[config.mk]
export PLATFORM = sky130hd
export DESIGN_NAME = dns_qname_reverse_key_unit
export DESIGN_NICKNAME = d
export VERILOG_FILES = /design/src/rtl/dqrk_pkg.sv /design/src/rtl/dns_qname_reverse_key_unit.sv /design/src/rtl/dqrk_cell.sv
export SDC_FILE = /design/constraint.sdc
export NUM_CORES = 1
export LEC_CHECK = 0
export ABC_AREA = 1
export BUFFER_PORTS_ARGS = -buffer_cell sky130_fd_sc_hd__buf_4
export CAP_MARGIN = 20
export CORE_ASPECT_RATIO = 2
export CORE_MARGIN = 2
export CORE_UTILIZATION = 60
export DETAILED_ROUTE_END_ITERATION = 7
export PLACE_DENSITY = 0.76
export RECOVER_POWER = 25
export SLEW_MARGIN = 20
export SYNTH_ARGS = -nofsm -noshare
export SYNTH_HDL_FRONTEND = slang
export SYNTH_SLANG_ARGS = --single-unit
export TNS_END_PERCENT = 20
[constraint.sdc]
create_clock -name clock -period 45.9 [get_ports clock]
set_input_delay 11.475 -clock clock [delete_from_list [all_inputs] [get_ports clock]]
set_output_delay 11.475 -clock clock [all_outputs]
set_load 0.02 [all_outputs]
[src/rtl/dqrk_pkg.sv]
`timescale 1ns / 1ps

package dqrk_pkg;

   localparam int LABEL_MAX = 63;
   localparam int KEY_MAX = 62;
   localparam int KEY_LEN_W = 6;
   localparam logic [7:0] DOT_CHAR = 8'h2E;
   localparam logic [7:0] TERM_BYTE = 8'h00;

   typedef struct packed {
      logic [7:0] name_byte;
      logic       start_of_name;
      logic       packet_end;
   } req_type;

   typedef struct packed {
      logic [7:0]           key_byte;
      logic                 run_last;
      logic                 name_ok;
      logic [KEY_LEN_W-1:0] key_length;
   } rsp_type;

   // shift command broadcast along the cell row
   typedef struct packed {
      logic push;
      logic pop;
   } shift_cmd_type;

endpackage

[src/rtl/dns_qname_reverse_key_unit.sv]
`timescale 1ns / 1ps
// Name bytes: one request a cycle while the output is free; no key until the terminator.
// After the terminator the emit state pops the key into the output register, one byte
// a cycle while that register is free (up to 62 bytes, from the cell row); no request is taken meanwhile.
// Failure result: registered, valid in the cycle after the offending request.
// Synchronous active-high reset clears control state; the cell row, key length and result payload are not cleared.
module dns_qname_reverse_key_unit #(
   parameter int MAX_NAME_BYTES = 64
) (
   input  logic              clock,
   input  logic              reset,
   input  logic              req_valid,
   output logic              req_ready,
   input  dqrk_pkg::req_type req_payload,
   output logic              rsp_valid,
   input  logic              rsp_ready,
   output dqrk_pkg::rsp_type rsp_payload
);
   import dqrk_pkg::*;

   localparam int POS_W = $clog2(MAX_NAME_BYTES + 1);
   localparam int NLP_W = $clog2(MAX_NAME_BYTES + LABEL_MAX + 1);

   typedef enum logic [1:0] {
      ST_IDLE,
      ST_COLLECT,
      ST_DONE,
      ST_EMIT
   } state_type;

   // control
   state_type            state_ff, state_in;
   logic [POS_W-1:0]     wp_ff, wp_in;        // next write position
   logic [NLP_W-1:0]     nlp_ff, nlp_in;      // next label-length position
   logic [KEY_LEN_W-1:0] remain_ff, remain_in; // key bytes still to pop
   logic [KEY_LEN_W-1:0] klen_ff, klen_in;
   logic                 rsp_valid_ff, rsp_valid_in;
   rsp_type              rsp_ff, rsp_in;

   // cell row
   shift_cmd_type        cmd;
   logic [7:0]           push_byte;
   logic [7:0]           cell_data [MAX_NAME_BYTES];

   logic                 slot_free;
   logic                 accept;
   logic                 active;
   logic [POS_W-1:0]     pos;
   logic [NLP_W-1:0]     nlp;
   logic [POS_W-1:0]     pos_next;
   logic [POS_W-1:0]     qlen;
   logic                 at_label;

   // Output register frees when empty or being taken.
   assign slot_free = !rsp_valid_ff || rsp_ready;
   // Emission owns the output slot and the cell row.
   assign req_ready = (state_ff != ST_EMIT) && slot_free;
   assign accept    = req_valid && req_ready;

   // A start mark restarts the name whatever the phase.
   assign active   = req_payload.start_of_name || (state_ff == ST_COLLECT);
   assign pos      = req_payload.start_of_name ? '0 : wp_ff;
   assign nlp      = req_payload.start_of_name ? '0 : nlp_ff;
   assign at_label = (NLP_W'(pos) == nlp);
   assign pos_next = pos + POS_W'(1);
   assign qlen     = pos - POS_W'(1);

   always_comb begin
      state_in     = state_ff;
      wp_in        = wp_ff;
      nlp_in       = nlp_ff;
      remain_in    = remain_ff;
      klen_in      = klen_ff;
      rsp_valid_in = rsp_valid_ff && !rsp_ready;
      rsp_in       = rsp_ff;
      cmd          = '0;
      push_byte    = req_payload.name_byte;

      if (accept && active) begin
         state_in = ST_COLLECT;
         wp_in    = pos;
         nlp_in   = nlp;
         if (32'(pos) >= MAX_NAME_BYTES) begin
            state_in     = ST_DONE;
            rsp_valid_in = 1'b1;
            rsp_in       = '{key_byte: '0, run_last: 1'b1, name_ok: 1'b0, key_length: '0};
         end else if (at_label && req_payload.name_byte == TERM_BYTE) begin
            if (pos == '0) begin
               // root name
               state_in     = ST_DONE;
               rsp_valid_in = 1'b1;
               rsp_in       = '{key_byte: '0, run_last: 1'b1, name_ok: 1'b0,
                                key_length: '0};
            end else begin
               if (32'(qlen) > KEY_MAX) begin
                  remain_in = KEY_LEN_W'(KEY_MAX);
               end else begin
                  remain_in = KEY_LEN_W'(qlen);
               end
               klen_in  = remain_in;
               state_in = (remain_in == '0) ? ST_DONE : ST_EMIT;
            end
         end else if (at_label && 32'(req_payload.name_byte) > LABEL_MAX) begin
            state_in     = ST_DONE;
            rsp_valid_in = 1'b1;
            rsp_in       = '{key_byte: '0, run_last: 1'b1, name_ok: 1'b0, key_length: '0};
         end else begin
            cmd.push = 1'b1;
            if (at_label) begin
               push_byte = DOT_CHAR;
               nlp_in    = NLP_W'(pos) + NLP_W'(req_payload.name_byte) + NLP_W'(1);
            end
            wp_in = pos_next;
            if (32'(pos_next) >= MAX_NAME_BYTES || req_payload.packet_end) begin
               // buffer full or packet ran out
               state_in     = ST_DONE;
               rsp_valid_in = 1'b1;
               rsp_in       = '{key_byte: '0, run_last: 1'b1, name_ok: 1'b0,
                                key_length: '0};
            end
         end
      end else if (state_ff == ST_EMIT && slot_free) begin
         // top of the stack is the last byte written: pops come out reversed
         cmd.pop      = 1'b1;
         rsp_valid_in = 1'b1;
         rsp_in       = '{key_byte: cell_data[0], run_last: (remain_ff == KEY_LEN_W'(1)),
                          name_ok: 1'b1, key_length: klen_ff};
         remain_in    = remain_ff - KEY_LEN_W'(1);
         if (remain_ff == KEY_LEN_W'(1)) begin
            state_in = ST_DONE;
         end
      end
   end

   always_ff @(posedge clock) begin
      if (reset) begin
         state_ff     <= ST_IDLE;
         wp_ff        <= '0;
         nlp_ff       <= '0;
         remain_ff    <= '0;
         rsp_valid_ff <= 1'b0;
      end else begin
         state_ff     <= state_in;
         wp_ff        <= wp_in;
         nlp_ff       <= nlp_in;
         remain_ff    <= remain_in;
         rsp_valid_ff <= rsp_valid_in;
      end
      klen_ff <= klen_in;
      rsp_ff  <= rsp_in;
   end

   // Row of cells: index 0 is the stack top.
   for (genvar i = 0; i < MAX_NAME_BYTES; i++) begin : g_cell
      logic [7:0] prev_byte;
      logic [7:0] next_byte;
      if (i == 0) begin : g_first
         assign prev_byte = push_byte;
      end else begin : g_mid
         assign prev_byte = cell_data[i-1];
      end
      if (i == MAX_NAME_BYTES - 1) begin : g_last
         assign next_byte = '0;
      end else begin : g_inner
         assign next_byte = cell_data[i+1];
      end
      dqrk_cell u_cell (
         .clock     (clock),
         .cmd       (cmd),
         .from_prev (prev_byte),
         .from_next (next_byte),
         .data      (cell_data[i])
      );
   end

   assign rsp_valid   = rsp_valid_ff;
   assign rsp_payload = rsp_ff;

endmodule

[src/rtl/dqrk_cell.sv]
`timescale 1ns / 1ps

// One byte of the name stack: takes the lower neighbour on push, the upper on pop.
module dqrk_cell (
   input  logic                   clock,
   input  dqrk_pkg::shift_cmd_type cmd,
   input  logic [7:0]             from_prev,
   input  logic [7:0]             from_next,
   output logic [7:0]             data
);
   import dqrk_pkg::*;

   logic [7:0] data_ff;
   logic [7:0] data_in;

   always_comb begin
      data_in = data_ff;
      if (cmd.push) begin
         data_in = from_prev;
      end else if (cmd.pop) begin
         data_in = from_next;
      end
   end

   always_ff @(posedge clock) begin
      data_ff <= data_in;
   end

   assign data = data_ff;

endmodule

# == Word-level counts from Yosys, hierarchy flattened ==
# Index checks and enable logic that the tools add are counted.
# totals
reg_bits,557
latch_bits,0
in_bits,14
out_inout_bits,18
word_cells,298
n_memories,0
rom_bits,0
ramBits,0
# classes
div,0
magnitude_cmp,4
shifts,0
n_eq_ne,10
n_mul,0
n_bitwise,2
add_sub_neg,5
mux,181
n_reduce_logical,22
# ops
cell,n
$mux 8,133
$mux 16,7
$mux 7,9
$mux 6,10
$mux 1,15
$add 7x1->7 const B,2
$ge 7x7->1 const B,2
$mux 2,7
$gt 8x6->1 const B,1
$logic_not 8->1,1
$reduce_and 4->1,2
$add 7x7->7,1
$eq 7x7->1,1
$gt 7x6->1 const B,1
$logic_and 1x1->1,7
$logic_not 7->1,1
$sub 7x1->7 const B,1
$eq 6x1->1 const B,1
$logic_not 6->1,1
$ne 2x2->1 const B,3
$reduce_bool 2->1,3
$sub 6x1->6 const B,1
$ne 5x1->1 const B,1
$ne 4x3->1 const B,1
8 further kinds,12

# == Depth between registers and ports, before layout ==
# depth
word_depth,14
ltp_mapped,16
ltp_nobuf,14

# == Hierarchy ==
# From an unflattened synthesis, not the netlist that was laid out.
# hier_totals
cells_unflattened,2679
area_unflattened_um2,25494.5
# by_module_without_submodules
module,cells_each,area_each_um2,instances,seq_area_each_um2
dqrk_cell,35,351.6,64,240.2
dns_qname_reverse_key_unit,439,2992.9,1,1121.1

# == Least setup slack after synthesis ==
# OpenSTA, ideal clock, no wires.
# synth_timing
path_type,input port to flip-flop
start,in rsp_ready
end,"reg g_cell[0].u_cell.data_ff[0], enable pin"
cell_stages,8
n_path_buf,2
t_arrival_ns,23.812
path_slack_ns,21.186
required_time_ns,44.998
cell_sequence,nor2_1 a21oi_1 nand2_1 nor2_4 nand2_8 buf_4 buf_2 nand2_1
# synth_via
elab_chain_cells,6
elab_cells_between_ends,9
# synth_rtl
element,line_no,rtl
"start, declared",dns_qname_reverse_key_unit.sv:16,"input logic rsp_ready,"
$logic_or 1x1->1 *,dns_qname_reverse_key_unit.sv:55,assign slot_free = !rsp_valid_ff || rsp_ready;
$logic_and 1x1->1 *,dns_qname_reverse_key_unit.sv:57,assign req_ready = (state_ff != ST_EMIT) && slot_free;
net req_ready,dns_qname_reverse_key_unit.sv:13,"output logic req_ready,"
$logic_and 1x1->1 *,dns_qname_reverse_key_unit.sv:58,assign accept = req_valid && req_ready;
$logic_and 1x1->1 *,dns_qname_reverse_key_unit.sv:79,if (accept && active) begin
$mux 1,dns_qname_reverse_key_unit.sv:79,
$reduce_bool 2->1 (no line) *,--,
"end signal, assigned",dqrk_cell.sv:26,data_ff <= data_in;
"end, declared",dqrk_cell.sv:13,logic [7:0] data_ff;
# Mark *: on every way through the listed nets, which the timed path passes. The rest lies on a longest branch.
# A chain may end at the register's enable or synchronous reset.

# == Worst setup path after layout ==
# layout_timing
start,in req_payload[1] (netlist bit)
end,reg g_cell[51].u_cell.data_ff[7] (data pin)
# layout_via
elab_chain_cells,8
elab_cells_between_ends,13
# layout_rtl
element,line_no,rtl
"start, declared",dns_qname_reverse_key_unit.sv:14,"input dqrk_pkg::req_type req_payload,"
$mux 7 (on tied branches),"dns_qname_reverse_key_unit.sv:62, dns_qname_reverse_key_unit.sv:63",
$eq 7x7->1,dns_qname_reverse_key_unit.sv:64,assign at_label = (NLP_W'(pos) == nlp);
$logic_and 1x1->1,dns_qname_reverse_key_unit.sv:103,end else if (at_label && 32'(req_payload.name_byte) > LABEL_MAX) begin
$mux 1,dns_qname_reverse_key_unit.sv:103,
$mux 1,dns_qname_reverse_key_unit.sv:87,end else if (at_label && req_payload.name_byte == TERM_BYTE) begin
$mux 1,dns_qname_reverse_key_unit.sv:83,if (32'(pos) >= MAX_NAME_BYTES) begin
$mux 1 *,dns_qname_reverse_key_unit.sv:79,
$mux 8 *,dqrk_cell.sv:18,if (cmd.push) begin
net g_cell[51].u_cell.data_in[7],dqrk_cell.sv:14,logic [7:0] data_in;
"end signal, assigned",dqrk_cell.sv:26,
"end, declared",dqrk_cell.sv:13,
# Marks and branches as above.

==> impl_metrics.env <==
export IMPL_skew_ps=18.9
export IMPL_die_x_microns=147
export IMPL_netlist_area_sq_um=24600
export IMPL_rrSetupSlack_ps=30550
export IMPL_cp_required_ps=46210
export IMPL_syn_avg_cell_area_sq_um=9.81
export IMPL_dieArea_sq_um=42800
export IMPL_design_area_sq_um=26400
export IMPL_hold_ws_ps=506
export IMPL_status="finished with violations"
export IMPL_p_per_area_nw_per_um2=44.2
export IMPL_antennaDiodeCount=0
export IMPL_dr_pass1_iters=5
export IMPL_clock_latency_ps=570
export IMPL_start_util_pct=60.4
export IMPL_synth_async_reset_ratio_pct=0
export IMPL_htreeDepth=2
export IMPL_setup_viol=0
export IMPL_synth_top_cell_by_area="edfxtp_1"
export IMPL_overflow=0
export IMPL_grt_total_usage_pct=19.2
export IMPL_report_final_slew_viol_count=660
export IMPL_cts_sinks=557
export IMPL_core_area_sq_um=40700
export IMPL_ctsResizeCount=0
export IMPL_ant_nets=0
export IMPL_synthTopCellsByArea="edfxtp_1 (65%), nand2_1 (21%), inv_1 (2.0%)"
export IMPL_worstReg2RegEnd="g_cell[51].u_cell.data[7]$_DFFE_PP_"
export IMPL_cts_root_buf="clkbuf_16"
export IMPL_irDropWorstVdd_mv=0.0513
export IMPL_wire_per_inst_microns=13.5
export IMPL_synth_seq_cells=557
export IMPL_r2r_cells=12
export IMPL_place_congestion=0.908
export IMPL_cts_setup_buffers=0
export IMPL_clock_path_buffers=3
export IMPL_ys_seq_area_share_pct=67.0
export IMPL_grt_pass1_wl_mm=69.9
export IMPL_post_route_period_util_pct=60.1
export IMPL_slew_headroom_pct=-337
export IMPL_io_buffer_count=31
export IMPL_holdPathEnd="remain_ff[3]$_SDFFE_PP0P_"
export IMPL_fin_setup_tns_ps=0
export IMPL_cts_inserted_buffers=48
export IMPL_synth_common_cells="nand2_1 (1393), edfxtp_1 (534), inv_1 (133), o21ai_0 (80), nor2_1 (65)"
export IMPL_worst_setup_path_type="input port to flip-flop"
export IMPL_synth_distinct_cells=34
export IMPL_wl_mm=41.4
export IMPL_vias_per_cell=5.21
export IMPL_cts_tree="built"
export IMPL_p_leak_uw=0.0111
export IMPL_netlist_area_leader_share_pct=65.2
export IMPL_finalWorstPathRequiredPeriod_ps=27600
export IMPL_synth_most_common_cell="nand2_1"
export IMPL_vias=15900
export IMPL_rr_startpoint="wp_ff[0]$_SDFFE_PP0P_"
export IMPL_whs_path_depth=2
export IMPL_drtIter0Drc=1317
export IMPL_antenna_found_initial=0
export IMPL_grt_max_degree=268
export IMPL_grt_pass1_vias=14900
export IMPL_max_freq_mhz=36.2
export IMPL_fin_nets=2504
export IMPL_io_pins=32
export IMPL_syn_instance_count=2510
export IMPL_postLayoutCoreUtil_pct=64.8
export IMPL_synth_nets=2531
export IMPL_hold_viol=0
export IMPL_place_area_sq_um=24900
export IMPL_row_count=105
export IMPL_area_growth_syn_to_layout_pct=7.19
export IMPL_rsz0062_at_grt="no"
export IMPL_drc=0
export IMPL_worst_slew_pin_slew_ps=6560
export IMPL_fin_total_pwr_uw=1170
export IMPL_hpwl_mm=22.3
export IMPL_synthFlopType="edfxtp_1"
export IMPL_critPathLaunchType="input port"
export IMPL_hold_class="flip-flop to flip-flop"
export IMPL_cp_max_fo=267
export IMPL_yosys_warnings=0
export IMPL_cap_violations=5
export IMPL_hp_start="remain_ff[3]$_SDFFE_PP0P_"
export IMPL_path_clk_slew_ps=70
export IMPL_arrival_ps=27920
export IMPL_violations="max-capacitance violations, max-slew violations"
export IMPL_drive_above_1_share_pct=4.12
export IMPL_die_h_microns=290
export IMPL_end_kind="flip-flop"
export IMPL_synth_edf_count=534
export IMPL_postCtsHoldBufs=0
worst max-delay path, cell delays in order:
cell	delay, ps
clkbuf_1	370
clkinvlp_2	920
nand2_1	700
nand2_1	110
nand2_1	110
nand3_2	60
nor2_1	580
nand2_1	360
nand2_1	2880
clkinvlp_2	7410
buf_4	2100
buf_12	300
nand2_1	90
o21ai_0	90
placed cells by master (no fill, tap or decap), types with 2 or more instances in the layout:
master      count
clkinv_4        3
xnor2_1         5
edfxtp_1      534
o21a_1          2
clkinvlp_2      2
clkbuf_16      49
inv_1         133
buf_12          3
clkinv_2       13
o31ai_1         3
nand4_1        10
nand2_1      1397
buf_4          17
xor2_1          4
bufinv_16       7
inv_6           2
nand3_1        43
o21ai_0       101
nor3_1          3
a22oi_1         3
dfxtp_1        23
a21oi_1        25
o21ai_1        20
ha_1            7
clkbuf_1       32
clkinv_1        4
nand2_2         2
nor2_1         66
power by group:
| part | total, uW | switching (uW) | internal, uW |
|---|---|---|---|
| Clock | 422 | 184 | 238 |
| Sequential | 627 | 15.5 | 612 |
| Combinational | 118 | 79.0 | 39.0 |
| Total | 1170 | 278 | 889 |
per-layer routing:
| metal | wire length [microns] | vias to the layer above | global-route usage [%] | share of wire (%) |
|---|---|---|---|---|
| met5 | 0 | - | 0 | 0 |
| met4 | 970 | 0 | 5.75 | 2.3 |
| met3 | 1600 | 64 | 2.50 | 3.9 |
| met2 | 19200 | 278 | 30.3 | 46 |
| met1 | 19600 | 7517 | 28.5 | 47 |
| li1 | - | 8070 | - | - |
area by class of cell:
cell class | count | area (sq um)
Fill cell | 3217 | 14300
Clock inverter | 30 | 342
Sequential cell | 557 | 16500
Clock buffer | 60 | 1280
Timing Repair Buffer | 43 | 278
Inverter | 135 | 509
Multi-Input combinational cell | 1698 | 6810
Tap cell | 535 | 669
worst max-delay path by stage:
stage | from | to | slack (ps)
finish | req_payload[1] | g_cell[51].u_cell.data[7]$_DFFE_PP_ | 18300
global route | req_payload[1] | g_cell[50].u_cell.data[7]$_DFFE_PP_ | 17440
CTS | rsp_ready | req_ready | 22450
detailed placement | rsp_ready | req_ready | 22450
global placement | rsp_ready | req_ready | 22430
floorplan | rsp_ready | g_cell[0].u_cell.data[0]$_DFFE_PP_ | 21190
through the flow:
stage,worst slack [ps],std cells
after floorplan,21190,2510
after global placement,22430,2967
after detailed placement,22450,2967
after CTS,22450,3057
after global routing,17440,3058
final,18300,3058
cell families (layout without fill, tap and decap cells):
logic type                 after synthesis  count (layout)  synth area share (%)
xor gates and xnor gates                 9               9                 0.320
and+or+nand+nor                       1525            1525                  23.9
AOI/OAI and AO/OA                      157             157                  3.30
adders and majority gates                7               7                 0.356
DFF                                    557             557                  67.0
buffers and inverters                  255             268                  5.10
state kept, by name (all words and copies together) (netlist names):
register and cells:
wp_ff 7, state_ff 2, g_cell.u_cell.data 512, klen_ff 6, rsp_payload 16, rsp_valid 1
remain_ff 6, nlp_ff 7
No activity file was read; power rests on OpenSTA's default activity.
